==> config.mk <==
export PLATFORM = sky130hd
export DESIGN_NAME = etr_ctrl
export DESIGN_NICKNAME = d
export VERILOG_FILES = /design/src/hw/rtl/etr_pkg.sv /design/src/hw/rtl/etr_ctrl.sv
export SDC_FILE = /design/constraint.sdc
export NUM_CORES = 1
export LEC_CHECK = 0
export BUFFER_PORTS_ARGS = -buffer_cell sky130_fd_sc_hd__buf_2
export CORE_AREA = 5 5 42 44
export DETAILED_ROUTE_END_ITERATION = 6
export DIE_AREA = 0 0 47 49
export PLACE_DENSITY = 0.36
export SLEW_MARGIN = 0
export SYNTH_ARGS = -nofsm -noshare
export SYNTH_HDL_FRONTEND = slang
export SYNTH_SLANG_ARGS = --single-unit
export TNS_END_PERCENT = 30
==> constraint.sdc <==
create_clock -name clk -period 1 [get_ports clk]
set_clock_uncertainty 0.15 [all_clocks]
set_input_delay 0.05 -clock clk [delete_from_list [all_inputs] [get_ports clk]]
set_output_delay 0.05 -clock clk [all_outputs]
set_load 0.03 [all_outputs]
==> src/hw/rtl/etr_pkg.sv <==
// Shared types, widths and codes for the event trace ring buffer.
// Used by the interfaces, the controller, the datapath and the top level.
`default_nettype none

package etr_pkg;

  localparam int TIME_W     = 32;
  localparam int EVENT_W    = 16;
  localparam int PARAM_W    = 32;
  localparam int REMAIN_W   = 8;
  localparam int LOST_W     = 31;
  localparam int CFG_IDX_W  = 2;
  localparam int CFG_DATA_W = 32;

  localparam int RING_DEPTH_DEF = 256;

  localparam logic [LOST_W-1:0]  LOST_MAX           = {LOST_W{1'b1}};
  localparam logic [EVENT_W-1:0] OVERWR_CODE_RESET  = 16'd1;

  // Command field of an input request.
  localparam logic CMD_LOG  = 1'b0;
  localparam logic CMD_READ = 1'b1;

  typedef enum logic [CFG_IDX_W-1:0] {
    CFG_TIME_OFFSET = 2'd0,
    CFG_WRAP_CODE   = 2'd1,
    CFG_OVERWR_CODE = 2'd2
  } cfg_reg_t;

  typedef enum logic [1:0] {
    ST_IDLE,
    ST_WR_WRAP,
    ST_WR_EVENT,
    ST_RD_RESULT
  } state_t;

  typedef struct packed {
    logic [TIME_W-1:0]  ts;
    logic [EVENT_W-1:0] code;
    logic [PARAM_W-1:0] param;
  } entry_t;

  // Controller to datapath.
  typedef struct packed {
    logic accept;
    logic write_wrap;
    logic write_event;
    logic emit;
  } ctrl_cmd_t;

  // Datapath to controller.
  typedef struct packed {
    logic new_is_read;
    logic new_wrap;
    logic out_free;
  } dp_status_t;

endpackage

`default_nettype wire

==> src/hw/rtl/etr_ctrl.sv <==
// Sequencing state machine of the event trace ring buffer.
// Depends on etr_pkg for the state type and the command and status structs.
`default_nettype none

module etr_ctrl (
  input  wire logic                clk,
  input  wire logic                rst,
  input  wire logic                in_valid,
  output logic                     in_ready,
  input  wire etr_pkg::dp_status_t status,
  output etr_pkg::ctrl_cmd_t       cmd
);

  etr_pkg::state_t state, state_next;

  always_ff @(posedge clk) begin
    if (rst) begin
      state <= etr_pkg::ST_IDLE;
    end else begin
      state <= state_next;
    end
  end

  always_comb begin
    state_next = state;
    case (state)
      etr_pkg::ST_IDLE: begin
        if (in_valid) begin
          if (status.new_is_read) begin
            state_next = etr_pkg::ST_RD_RESULT;
          end else if (status.new_wrap) begin
            state_next = etr_pkg::ST_WR_WRAP;
          end else begin
            state_next = etr_pkg::ST_WR_EVENT;
          end
        end
      end
      etr_pkg::ST_WR_WRAP:   state_next = etr_pkg::ST_WR_EVENT;
      etr_pkg::ST_WR_EVENT:  state_next = etr_pkg::ST_IDLE;
      etr_pkg::ST_RD_RESULT: begin
        if (status.out_free) begin
          state_next = etr_pkg::ST_IDLE;
        end
      end
      default: state_next = etr_pkg::ST_IDLE;
    endcase
  end

  always_comb begin
    in_ready        = 1'b0;
    cmd.accept      = 1'b0;
    cmd.write_wrap  = 1'b0;
    cmd.write_event = 1'b0;
    cmd.emit        = 1'b0;
    case (state)
      etr_pkg::ST_IDLE: begin
        in_ready   = 1'b1;
        cmd.accept = in_valid;
      end
      etr_pkg::ST_WR_WRAP:   cmd.write_wrap  = 1'b1;
      etr_pkg::ST_WR_EVENT:  cmd.write_event = 1'b1;
      etr_pkg::ST_RD_RESULT: cmd.emit        = status.out_free;
      default: begin
        in_ready = 1'b0;
      end
    endcase
  end

  // A wrap entry is always followed by the event entry of the same request.
  assert property (@(posedge clk) disable iff (rst)
    state == etr_pkg::ST_WR_WRAP |=> state == etr_pkg::ST_WR_EVENT)
    else $error("wrap entry not followed by event entry");

endmodule

`default_nettype wire

After elaboration in Yosys (flattened, before gate mapping)
Cells that the tools add are included.
{"block": "totals", "ff_bits": 2, "latch_bits": 0, "ram_bits": 0, "mem_bits_ro": 0, "inputBits": 6, "output_inout_bits": 5, "word_cells": 18, "memories": 0}
{"block": "op_classes", "n_addsub": 0, "multipliers": 0, "div": 0, "magnitude_cmp": 0, "eq_ne": 5, "n_shift": 0, "muxes": 10, "bitwise_logic": 0, "n_reduce_logical": 2}
{"cell": "2-bit two-way mux", "count": 4}
{"cell": "2-bit one-hot mux with 4 select lines", "count": 1}
{"cell": "1-bit two-way mux", "count": 5}
{"cell": "2-bit equality test (second input constant)", "count": 2}
{"cell": "2-bit inequality test (second input constant)", "count": 2}
{"cell": "2-bit by 1-bit equality test with 1-bit output (second input constant)", "count": 1}
{"cell": "2-bit zero test", "count": 1}
{"cell": "2-bit AND reduction", "count": 1}

Logic depth before layout (Yosys ltp)
Gate-level depths: netlist of run 1.
{"block": "logic_depth", "depth_word": 4, "ltp_mapped": 3, "ltp_nobuf": 3}

Worst setup path before layout of run 1
Ideal clock, no wire load.
{"block": "synth_timing", "path_type": "register -> output", "from": "reg state[1]", "to": "out cmd[3] in the netlist's numbering", "t_arrival_ns": 0.877, "required_time_ns": 0.800, "slack_ns": -0.077, "stages_incl_launch_ff": 3, "n_path_buf": 0, "cell_sequence": "dfxtp_1 nand2b_4 nor2_1"}
{"item": "start: declaration", "line": "etr_ctrl.sv:14", "rtl": "etr_pkg::state_t state, state_next;"}
{"item": "start signal: assignment", "line": "etr_ctrl.sv:18", "rtl": "state <= etr_pkg::ST_IDLE;"}
{"item": "start signal: assignment", "line": "etr_ctrl.sv:20", "rtl": "state <= state_next;"}
{"item": "end: declaration", "line": "etr_ctrl.sv:11", "rtl": "output etr_pkg::ctrl_cmd_t cmd"}

==> summary.md, run 1 <==
| Metric | Value |
|---|---|
| Worst ir drop on vdd | `0.678 mV` |
| # diodes | `0` |
| # IOs | `11` |
| P_sw | `126 µW` |
| Commonest cells after routing, fill and taps aside | `6 x buf_6, 5 x buf_2, 4 x buf_4` |
| Number of port buffers | `10` |
| Vias/cell | `3.52` |
| Register share of total power | `22.5%` |
| Global route overflow | `0` |
| Placement Setup Slack | `-0.0661 ns` |
| Synth Warn # | `0` |
| WP data arrival | `1.00 ns` |
| Max FFs per register | `2` |
| Area share of the largest cell type after synthesis | `31.7%` |
| Vert. Die Dim | `49 µm` |
| CTS tree | `built` |
| Syn_nets | `22` |
| Die Width | `47 µm` |
| R2R cell count | `4` |
| CTS root buf | `clkbuf_4` |
| Post-Syn Instances | `16` |
| Clock-pin transition on the worst setup and hold timing paths | `0.03 ns` |
| Combinational fraction of design power | `36.9%` |
| Routed WL per cell | `9.54 µm` |
| Initial antenna violation count | `0` |
| WP data required | `0.80 ns` |
| Synthesized cell area | `126 µm²` |
| Gr usage total | `5.41%` |
| Wirelength, routed | `496 µm` |
| Power density over the cells | `1280 mW/mm²` |
| Met3 usage | `6.64%` |
| Via count | `183` |
| Clock Tree Buf Depth | `2` |
| M2 GR Usage | `6.11%` |
| Clock sinks | `2` |
| Crit Path Category | `register to output port` |
| Largest Register | `state` |
| Crit start category | `register` |
| Least-Margin Pin Slew | `0.156 ns` |
| Worst R2R Start | `state[1]$_SDFFE_PP0P_` |
| Fraction of layout cells with a size suffix above 1 | `72.2%` |
| Final Hold Viols | `0` |
| Period minus WS final | `1.20 ns` |
| Fin nets | `44` |
| Placer Congestion | `0.621` |
| Layout area overhead | `166%` |
| Setup ws final | `-0.200 ns` |
| Maximum level of the CTS H-tree | `1` |
| Clock share of power | `40.6%` |
| Setup_tns | `-1.00 ns` |
| Number of fill cells | `170` |
| RSZ-0062 raised after global routing | `true` |
| Status | `finished with violations` |
| Footprint of the multi-input gates | `105 µm²` |
| Largest net degree at the start of global routing | `8` |
| Critical path startpoint | `state[1]$_SDFFE_PP0P_` |
| First-pass GRT wire length | `834 µm` |
| Max-Cap Viols | `0` |
| Area leader, netlist | `dfxtp_1` |
| Max Freq | `0.833 GHz` |
| GRT Max-Usage Layer | `met3` |
| Worst hold path type | `input port to register` |
| Leak Pwr | `0.000158 µW` |
| DR pass1 iterations | `2` |
| Post-synth cell types | `11` |
| Antenna-violating nets left | `0` |
| GR Util met1 | `5.68%` |
| Crit share post-route | `120%` |
| DP Wirelength | `355 µm` |
| Max_slew headroom | `89.6%` |
| Register bit total from synthesis | `2` |
| Endpoint class of the critical path | `output port` |
| Critical path capture point | `cmd[2]` |
| Switching Fraction | `29.1%` |
| Drt drc | `0` |
| Commonest non-fill, non-tap cell in the layout | `buf_6` |
| Core Footprint | `0.00140 mm²` |
| Violated checks | `negative setup slack` |
| Internal cell power | `306 µW` |
| Die area | `0.00230 mm²` |
| Cell Rows | `14` |
| R2r endpoint | `state[0]$_SDFFE_PP0P_` |
| Seq/Total Area, Yosys | `31.7%` |
| Area contributors post-synth | `dfxtp_1 32%, nor2_1 12%, nand2b_4 11%` |
| Clock Latency Late Sink | `0.22 ns` |
| Final setup fails | `7` |
| Number of buffers created by CTS | `3` |
| Initial DRC count | `1` |
| Top flop regs | `state x2` |
| CP Max Fanout | `4` |
| Register area | `42.5 µm²` |
| Pins Over Slew Limit | `0` |
| Starting Density | `9.02%` |
| R2r setup slk | `-0.18 ns` |
| Mapped Avg Cell Area | `7.90 µm²` |
| Number of global-route vias before repair | `204` |
-- what timing repair did --
item | in CTS | in global routing
hold endpoints to repair | 2 | 0
gates resized for setup | 16 | 2
hold buffers | 2 | 0
endpoints found under the setup margin | 6 | 7
pin swaps | 1 | 3
setup buffers | 1 | 0
-- worst max-delay path, cell delays in order, from the launching register on --
cell,delay (ns)
dfxtp_2,0.34
buf_6,0.10
and2b_2,0.21
buf_6,0.13
-- how the worst min path moves through the flow --
stage	from	to	slack, ns	depth (start not counted)
floorplan	rst	state[0]$_SDFFE_PP0P_	-0.03	1
global placement	rst	state[0]$_SDFFE_PP0P_	0.08	2
detailed placement	rst	state[0]$_SDFFE_PP0P_	0.08	2
CTS	status[1]	state[1]$_SDFFE_PP0P_	0.03	3
global route	status[1]	state[1]$_SDFFE_PP0P_	0.02	3
finish	status[1]	state[1]$_SDFFE_PP0P_	0.03	3
-- metal layers --
metal / routed length (µm) / vias up
li1: - / 95
met1: 226 / 77
met2: 186 / 11
met3: 83 / 0
met4: 0 / 0
met5: 0 / -
-- synth_stat cells, drive strengths merged --
master and count:
nor2 4, a21oi 2, dfxtp 2, and2b 1, and3 1, inv 1
nand2 1, nand2b 1, nor2b 1, o21a 1, o32a 1
-- area by class of cell --
type / instances / area share, %
clock buffers: 3 / 6.69
inverters: 1 / 1.12
multi-input cells: 13 / 31.2
flip-flops and latches: 2 / 12.6
well taps: 16 / 5.95
repair buffers: 17 / 42.4
-- logic make-up (layout without fill, tap and decap cells) --
group / after synthesis / after routing / share of synthesized area (%)
buf+inv: 1 / 21 / 2.97
flops: 2 / 2 / 31.7
compound gates: 4 / 4 / 21.8
simple gates: 9 / 9 / 43.6
-- stage by stage --
step / instances / hold slack (ns) / util [%] / power (µW) / instance area, µm²
after floorplan: 16 / -0.0278 / - / 158 / 129
after global placement: 46 / 0.0848 / 16.3 / 210 / 229
after global routing: 52 / 0.0232 / 24.0 / 474 / 337
after detailed placement: 46 / 0.0799 / 16.3 / 208 / 229
final: 52 / 0.0319 / 24.0 / 432 / 337
after CTS: 52 / 0.0269 / 23.5 / 439 / 329
-- power by group through the flow --
stage	combinational [µW]	clock, µW	sequential [µW]
finish	159	175	97.3
global route	169	207	98.6
CTS	157	185	96.4
detailed placement	114	0	94.7
global placement	115	0	95.5
floorplan	62.3	0	95.3
Note: power is estimated with default switching activity, not from simulation.
==> run 2: changes to the inputs <==
Settings changed: HOLD_SLACK_MARGIN set to 0.12, RECOVER_POWER set to 25.
==> summary.md, run 2 (same netlist as run 1, synthesis figures left out) <==
| Metric | Value |
|---|---|
| RSZ-0062 raised after global routing | `true (unchanged)` |
| Core Footprint | `0.00140 mm² (unchanged)` |
| Hold path start | `status[2] (was status[1])` |
| Drt drc | `0 (unchanged)` |
| Vert. Die Dim | `49 µm (unchanged)` |
| Fraction of layout cells with a size suffix above 1 | `70.3% (was 72.2%)` |
| Slowest-stage cell, CP | `dfxtp_2 (unchanged)` |
| DP Wirelength | `355 µm (unchanged)` |
| Internal cell power | `309 µW (was 306 µW)` |
| Worst hold path type | `input port to register (unchanged)` |
| Number of port buffers | `10 (unchanged)` |
| Combinational fraction of design power | `37.3% (was 36.9%)` |
| Cell Rows | `14 (unchanged)` |
| Largest net degree at the start of global routing | `8 (unchanged)` |
| Clock Tree Buf Depth | `2 (unchanged)` |
| Commonest cells after routing, fill and taps aside | `6 x buf_6, 5 x buf_2, 4 x buf_4 (unchanged)` |
| Pins Over Slew Limit | `0 (unchanged)` |
| Period minus WS final | `1.20 ns (about the same)` |
| CTS tree | `built (unchanged)` |
| Placer Congestion | `0.621 (unchanged)` |
| Global route overflow | `0 (unchanged)` |
| Fin nets | `45 (was 44)` |
| Crit start category | `register (unchanged)` |
| Final Hold Viols | `0 (unchanged)` |
| Initial antenna violation count | `0 (unchanged)` |
| Crit Path Category | `register to output port (unchanged)` |
| Wirelength, routed | `501 µm (was 496 µm)` |
| CP peak stage delay | `0.34 ns (about the same)` |
| Maximum level of the CTS H-tree | `1 (unchanged)` |
| Most frequent CP cell | `buf_6 (unchanged)` |
| First-pass GRT wire length | `848 µm (was 834 µm)` |
| Die area | `0.00230 mm² (unchanged)` |
| Clock share of power | `40.3% (was 40.6%)` |
| Layout area overhead | `174% (was 166%)` |
| R2R cell count | `4 (unchanged)` |
| Setup ws final | `-0.200 ns (about the same)` |
| Worst ir drop on vdd | `0.678 mV (about the same)` |
| Initial DRC count | `1 (unchanged)` |
| Max Freq | `0.833 GHz (about the same)` |
| Endpoint class of the critical path | `output port (unchanged)` |
| Largest Register | `state (unchanged)` |
| R2r setup slk | `-0.18 ns (about the same)` |
| Max FFs per register | `2 (unchanged)` |
| P_sw | `126 µW (about the same)` |
| CP Max Fanout | `4 (unchanged)` |
| Clock-pin transition on the worst setup and hold timing paths | `0.03 ns (about the same)` |
| Top flop regs | `state x2 (unchanged)` |
| Routed WL per cell | `9.45 µm (was 9.54 µm)` |
| Register share of total power | `22.4% (was 22.5%)` |
| Max_slew headroom | `89.6% (unchanged)` |
| Max-Cap Viols | `0 (unchanged)` |
| Hold path endpoint | `state[1]$_SDFFE_PP0P_ (unchanged)` |
| Crit share post-route | `120% (about the same)` |
| Clock Latency Late Sink | `0.22 ns (about the same)` |
| Violated checks | `negative setup slack (unchanged)` |
| Clock sinks | `2 (unchanged)` |
| CP cell instances | `buf_6 > and2b_2 > buf_6 (unchanged)` |
| Power density over the cells | `1250 mW/mm² (was 1280 mW/mm²)` |
| Commonest non-fill, non-tap cell in the layout | `buf_6 (unchanged)` |
| Leak Pwr | `0.000163 µW (was 0.000158 µW)` |
| Vias/cell | `3.55 (was 3.52)` |
| Status | `finished with violations (unchanged)` |
| Die Width | `47 µm (unchanged)` |
| Gr usage total | `5.48% (was 5.41%)` |
| Final Core Density | `24.7% (was 24.0%)` |
| # diodes | `0 (unchanged)` |
| # IOs | `11 (unchanged)` |
| Final Total Pwr | `435 µW (was 432 µW)` |
| Hold path cells | `4 (was 3)` |
| WP data arrival | `1.00 ns (about the same)` |
| Setup_tns | `-1.00 ns (about the same)` |
| Final setup fails | `7 (unchanged)` |
| DR pass1 iterations | `2 (unchanged)` |
| CTS root buf | `clkbuf_4 (unchanged)` |
| R2r endpoint | `state[0]$_SDFFE_PP0P_ (unchanged)` |
| Via count | `188 (was 183)` |
| Number of buffers created by CTS | `3 (unchanged)` |
| Least-Margin Pin Slew | `0.156 ns (unchanged)` |
| Starting Density | `9.02% (unchanged)` |
| Cts hold-fix bufs | `3 (was 2)` |
| Worst R2R Start | `state[1]$_SDFFE_PP0P_ (unchanged)` |
| Number of fill cells | `169 (was 170)` |
| WP data required | `0.80 ns (about the same)` |
| Number of global-route vias before repair | `207 (was 204)` |
| Antenna-violating nets left | `0 (unchanged)` |
| Switching Fraction | `29.0% (was 29.1%)` |
run 2: cell types whose count changed in the layout (fill, tap and decap cells not counted):
cell,before,now
dlygate4sd3_1,2,3
run 2: critical path: cells and delay by family (launching register included):
family | cells | cell delay [ns]
flops | 1 | 0.34
buf+inv | 2 | 0.23
simple gates | 1 | 0.21
run 2: worst max-delay path by stage:
stage,from,slack (ns),endpoint,depth (start not counted)
2_1_floorplan,state[1]$_SDFFE_PP0P_,-0.07,state[0]$_SDFFE_PP0P_,3
3_3_place_gp,state[1]$_SDFFE_PP0P_,-0.07,state[0]$_SDFFE_PP0P_,3
3_5_place_dp,state[1]$_SDFFE_PP0P_,-0.07,state[0]$_SDFFE_PP0P_,3
4_1_cts,state[1]$_SDFFE_PP0P_,-0.22,cmd[3],4
5_1_grt,state[1]$_SDFFE_PP0P_,-0.24,cmd[3],4
6_report,state[1]$_SDFFE_PP0P_,-0.20,cmd[2],3
run 2: area by class of cell:
type                    instances  area, µm²  area share, %
multi-input cells              13        105           30.3
well taps                      16       20.0           5.78
inverters                       1       3.75           1.08
flip-flops and latches          2       42.5           12.3
repair buffers                 18        153           44.0
clock buffers                   3       22.5           6.50
run 2: per-stage QoR:
step	instance area, µm²	setup slack, ns	cells	hold slack [ns]
after detailed placement	229	-0.0661	46	0.0799
final	347	-0.200	53	0.0693
after floorplan	129	-0.0661	16	-0.0278
after CTS	339	-0.218	53	0.0703
after global routing	347	-0.245	53	0.0746
after global placement	229	-0.0741	46	0.0848
run 2: timing repair:
| item | CTS | global route |
|---|---|---|
| setup endpoints to repair | 6 | 7 |
| resized for setup | 16 | 2 |
| pin swaps | 1 | 3 |
| buffers inserted | 1 | 0 |
| hold endpoints to repair | 2 | 1 |
run 2: power groups by stage:
stage / combinational (µW) / sequential [µW] / clock, µW
finish: 162 / 97.3 / 175
global route: 172 / 98.6 / 207
CTS: 160 / 96.4 / 185
detailed placement: 114 / 94.7 / 0
global placement: 115 / 95.5 / 0
floorplan: 62.3 / 95.3 / 0
run 2: routing by layer:
layer  global-route usage [%]  routed length [µm]  share of wire, %
met4                     2.76                   0                 0
met1                     5.90                 227                45
met5                        0                   0                 0
met2                     6.11                 190                38
met3                     6.64                  83                17
==> run 3: changes to the inputs <==
Settings changed: GPL_ROUTABILITY_DRIVEN set to 0, MAX_ROUTING_LAYER set to met4, PLACE_DENSITY 0.36 to 0.35.
Clock period 1 ns to 1.3 ns, I/O delays scaled along.
==> summary.md, run 3 (same netlist as run 1, synthesis figures left out) <==
| Metric | Value |
|---|---|
| Number of buffers created by CTS | `3 (unchanged)` |
| Routed WL per cell | `9.28 µm (was 9.45 µm)` |
| WP data arrival | `1.02 ns (was 1.00 ns)` |
| # diodes | `0 (unchanged)` |
| WP data required | `1.09 ns (was 0.80 ns)` |
| Power density over the cells | `1080 mW/mm² (was 1250 mW/mm²)` |
| Final setup fails | `0 (was 7)` |
| Worst ir drop on vdd | `0.256 mV (was 0.678 mV)` |
| WL met1 | `232 µm (was 227 µm)` |
| Post-CTS setup buffer count | `0 (was 1)` |
| Fin nets | `42 (was 45)` |
| Worst hold path type | `input port to register (unchanged)` |
| Hold path cells | `3 (was 4)` |
| RSZ-0062 raised after global routing | `false (was true)` |
| Non-Filler Instances | `50 (was 53)` |
| Core Footprint | `0.00140 mm² (unchanged)` |
| Largest Register | `state (unchanged)` |
| Final Core Density | `19.5% (was 24.7%)` |
| Crit start category | `input port (was register)` |
| Slowest-stage cell, CP | `dlygate4sd3_1 (was dfxtp_2)` |
| Via count | `171 (was 188)` |
| Layout area overhead | `116% (was 174%)` |
| Final Hold Viols | `0 (unchanged)` |
| Initial DRC count | `1 (unchanged)` |
| Leak Pwr | `0.000134 µW (was 0.000163 µW)` |
| Max_slew headroom | `89.3% (was 89.6%)` |
| Global route overflow | `0 (unchanged)` |
| Top sig layer | `met3 (unchanged)` |
| DR WL met2 | `170 µm (was 190 µm)` |
| DR pass1 iterations | `2 (unchanged)` |
| Number of port buffers | `10 (unchanged)` |
| Least-Margin Pin Slew | `0.161 ns (was 0.156 ns)` |
| Max Freq | `0.809 GHz` |
| Cell Rows | `14 (unchanged)` |
| Wirelength, routed | `464 µm (was 501 µm)` |
| Starting Density | `9.02% (unchanged)` |
| CP Max Fanout | `3 (was 4)` |
| Drt drc | `0 (unchanged)` |
| Vias/cell | `3.42 (was 3.55)` |
| Status | `finished clean (was finished with violations)` |
| Gr usage total | `5.41% (was 5.48%)` |
| Vert. Die Dim | `49 µm (unchanged)` |
| Top flop regs | `state x2 (unchanged)` |
| Clock sinks | `2 (unchanged)` |
| Buf/Inv on CP | `3 (was 2)` |
| WL met3 | `60 µm (was 83 µm)` |
| Endpoint class of the critical path | `output port (unchanged)` |
| # IOs | `11 (unchanged)` |
| Pins Over Slew Limit | `0 (unchanged)` |
| Period minus WS final | `1.24 ns` |
| Commonest non-fill, non-tap cell in the layout | `buf_2 (was buf_6)` |
| CP delay by family, top | `buffers and inverters (was flip-flops)` |
| Commonest cells after routing, fill and taps aside | `8 x buf_2, 5 x dlygate4sd3_1, 4 x nor2_1 (was 6 x buf_6, 5 x buf_2, 4 x buf_4)` |
| Final Total Pwr | `293 µW (was 435 µW)` |
| R2R cell count | `3 (was 4)` |
| Largest net degree at the start of global routing | `9 (was 8)` |
| Antenna-violating nets left | `0 (unchanged)` |
| CP peak stage delay | `0.52 ns (was 0.34 ns)` |
| Clock Tree Buf Depth | `2 (unchanged)` |
| Die area | `0.00230 mm² (unchanged)` |
| Fraction of layout cells with a size suffix above 1 | `50.0% (was 70.3%)` |
| Maximum level of the CTS H-tree | `1 (unchanged)` |
| Placed insts | `42 (was 46)` |
| Max FFs per register | `2 (unchanged)` |
| Number of global-route vias before repair | `202 (was 207)` |
| Critical Path Stages | `5 (was 3)` |
| Initial antenna violation count | `0 (unchanged)` |
| CTS tree | `built (unchanged)` |
| Max-Cap Viols | `0 (unchanged)` |
| CTS root buf | `clkbuf_4 (unchanged)` |
| Crit share post-route | `95.1%` |
| Die Width | `47 µm (unchanged)` |
| Clock Latency Late Sink | `0.22 ns (about the same)` |
| Crit Path Category | `input port to output port (was register to output port)` |
| First-pass GRT wire length | `834 µm (was 848 µm)` |
| Clock-pin transition on the worst setup and hold timing paths | `0.03 ns (about the same)` |
| Setup_tns | `0 ns (was -1.00 ns)` |
| CP cell instances | `dlygate4sd3_1 > buf_2 > nand2b_4 > nor2_1 > buf_4 (was buf_6 > and2b_2 > buf_6)` |
[run 3: changes by cell type in the layout (fill, tap and decap cells not counted)]
cell	change
buf_6	-6
buf_2	+3
buf_4	-3
dlygate4sd3_1	+2
nor2_1	+2
nor2_4	-2
a21oi_1	+1
a21oi_2	-1
and3_2	+1
and3_4	-1
clkbuf_1	+1
[run 3: report_power, final]
| group | leakage [µW] | switching, µW | internal, µW |
|---|---|---|---|
| combinational | 0.000103 | 44.6 | 39.3 |
| clock | 0.0000138 | 32.2 | 102 |
| sequential | 0.0000172 | 8.05 | 67.7 |
[run 3: final cells by class]
type	count	area, µm²
Clock buffer	3	22.5
Fill cell	170	1130
Inverter	1	3.75
Multi-Input combinational cell	13	82.6
Sequential cell	2	42.5
Tap cell	16	20.0
Timing Repair Buffer	15	101
[run 3: repair_timing]
item                       4_1_cts  5_1_grt
setup endpoints to repair        0        4
gates resized for setup          0        4
hold endpoints to repair         2        0
hold buffers                     5        0
[run 3: path summary, 6_finish.rpt]
check                        start                     to  slack [ns]
min                            rst  state[0]$_SDFFE_PP0P_        0.40
max reg2reg  state[1]$_SDFFE_PP0P_  state[0]$_SDFFE_PP0P_        0.18
max                       in_valid                 cmd[3]        0.06
min reg2reg  state[0]$_SDFFE_PP0P_  state[1]$_SDFFE_PP0P_        0.40
[run 3: per-layer routing]
metal / vias to the layer above / global-route usage [%]
met5: - / -
met4: 0 / 4.15
met3: 0 / 2.58
met2: 11 / 6.33
met1: 70 / 6.78
li1: 90 / -
[run 3: tightest hold or removal path, stage by stage]
cell           delay, ns
dlygate4sd3_1       0.51
buf_2               0.11
nor2_1              0.04
[run 3: stage by stage]
stage | instance area [µm²] | setup slack (ns) | hold slack, ns
after global placement | 196 | 0.178 | 0.103
after CTS | 269 | 0.0179 | 0.396
after global routing | 273 | 0.00779 | 0.423
after detailed placement | 196 | 0.164 | 0.104
after floorplan | 126 | 0.208 | -0.0128
final | 273 | 0.0641 | 0.399
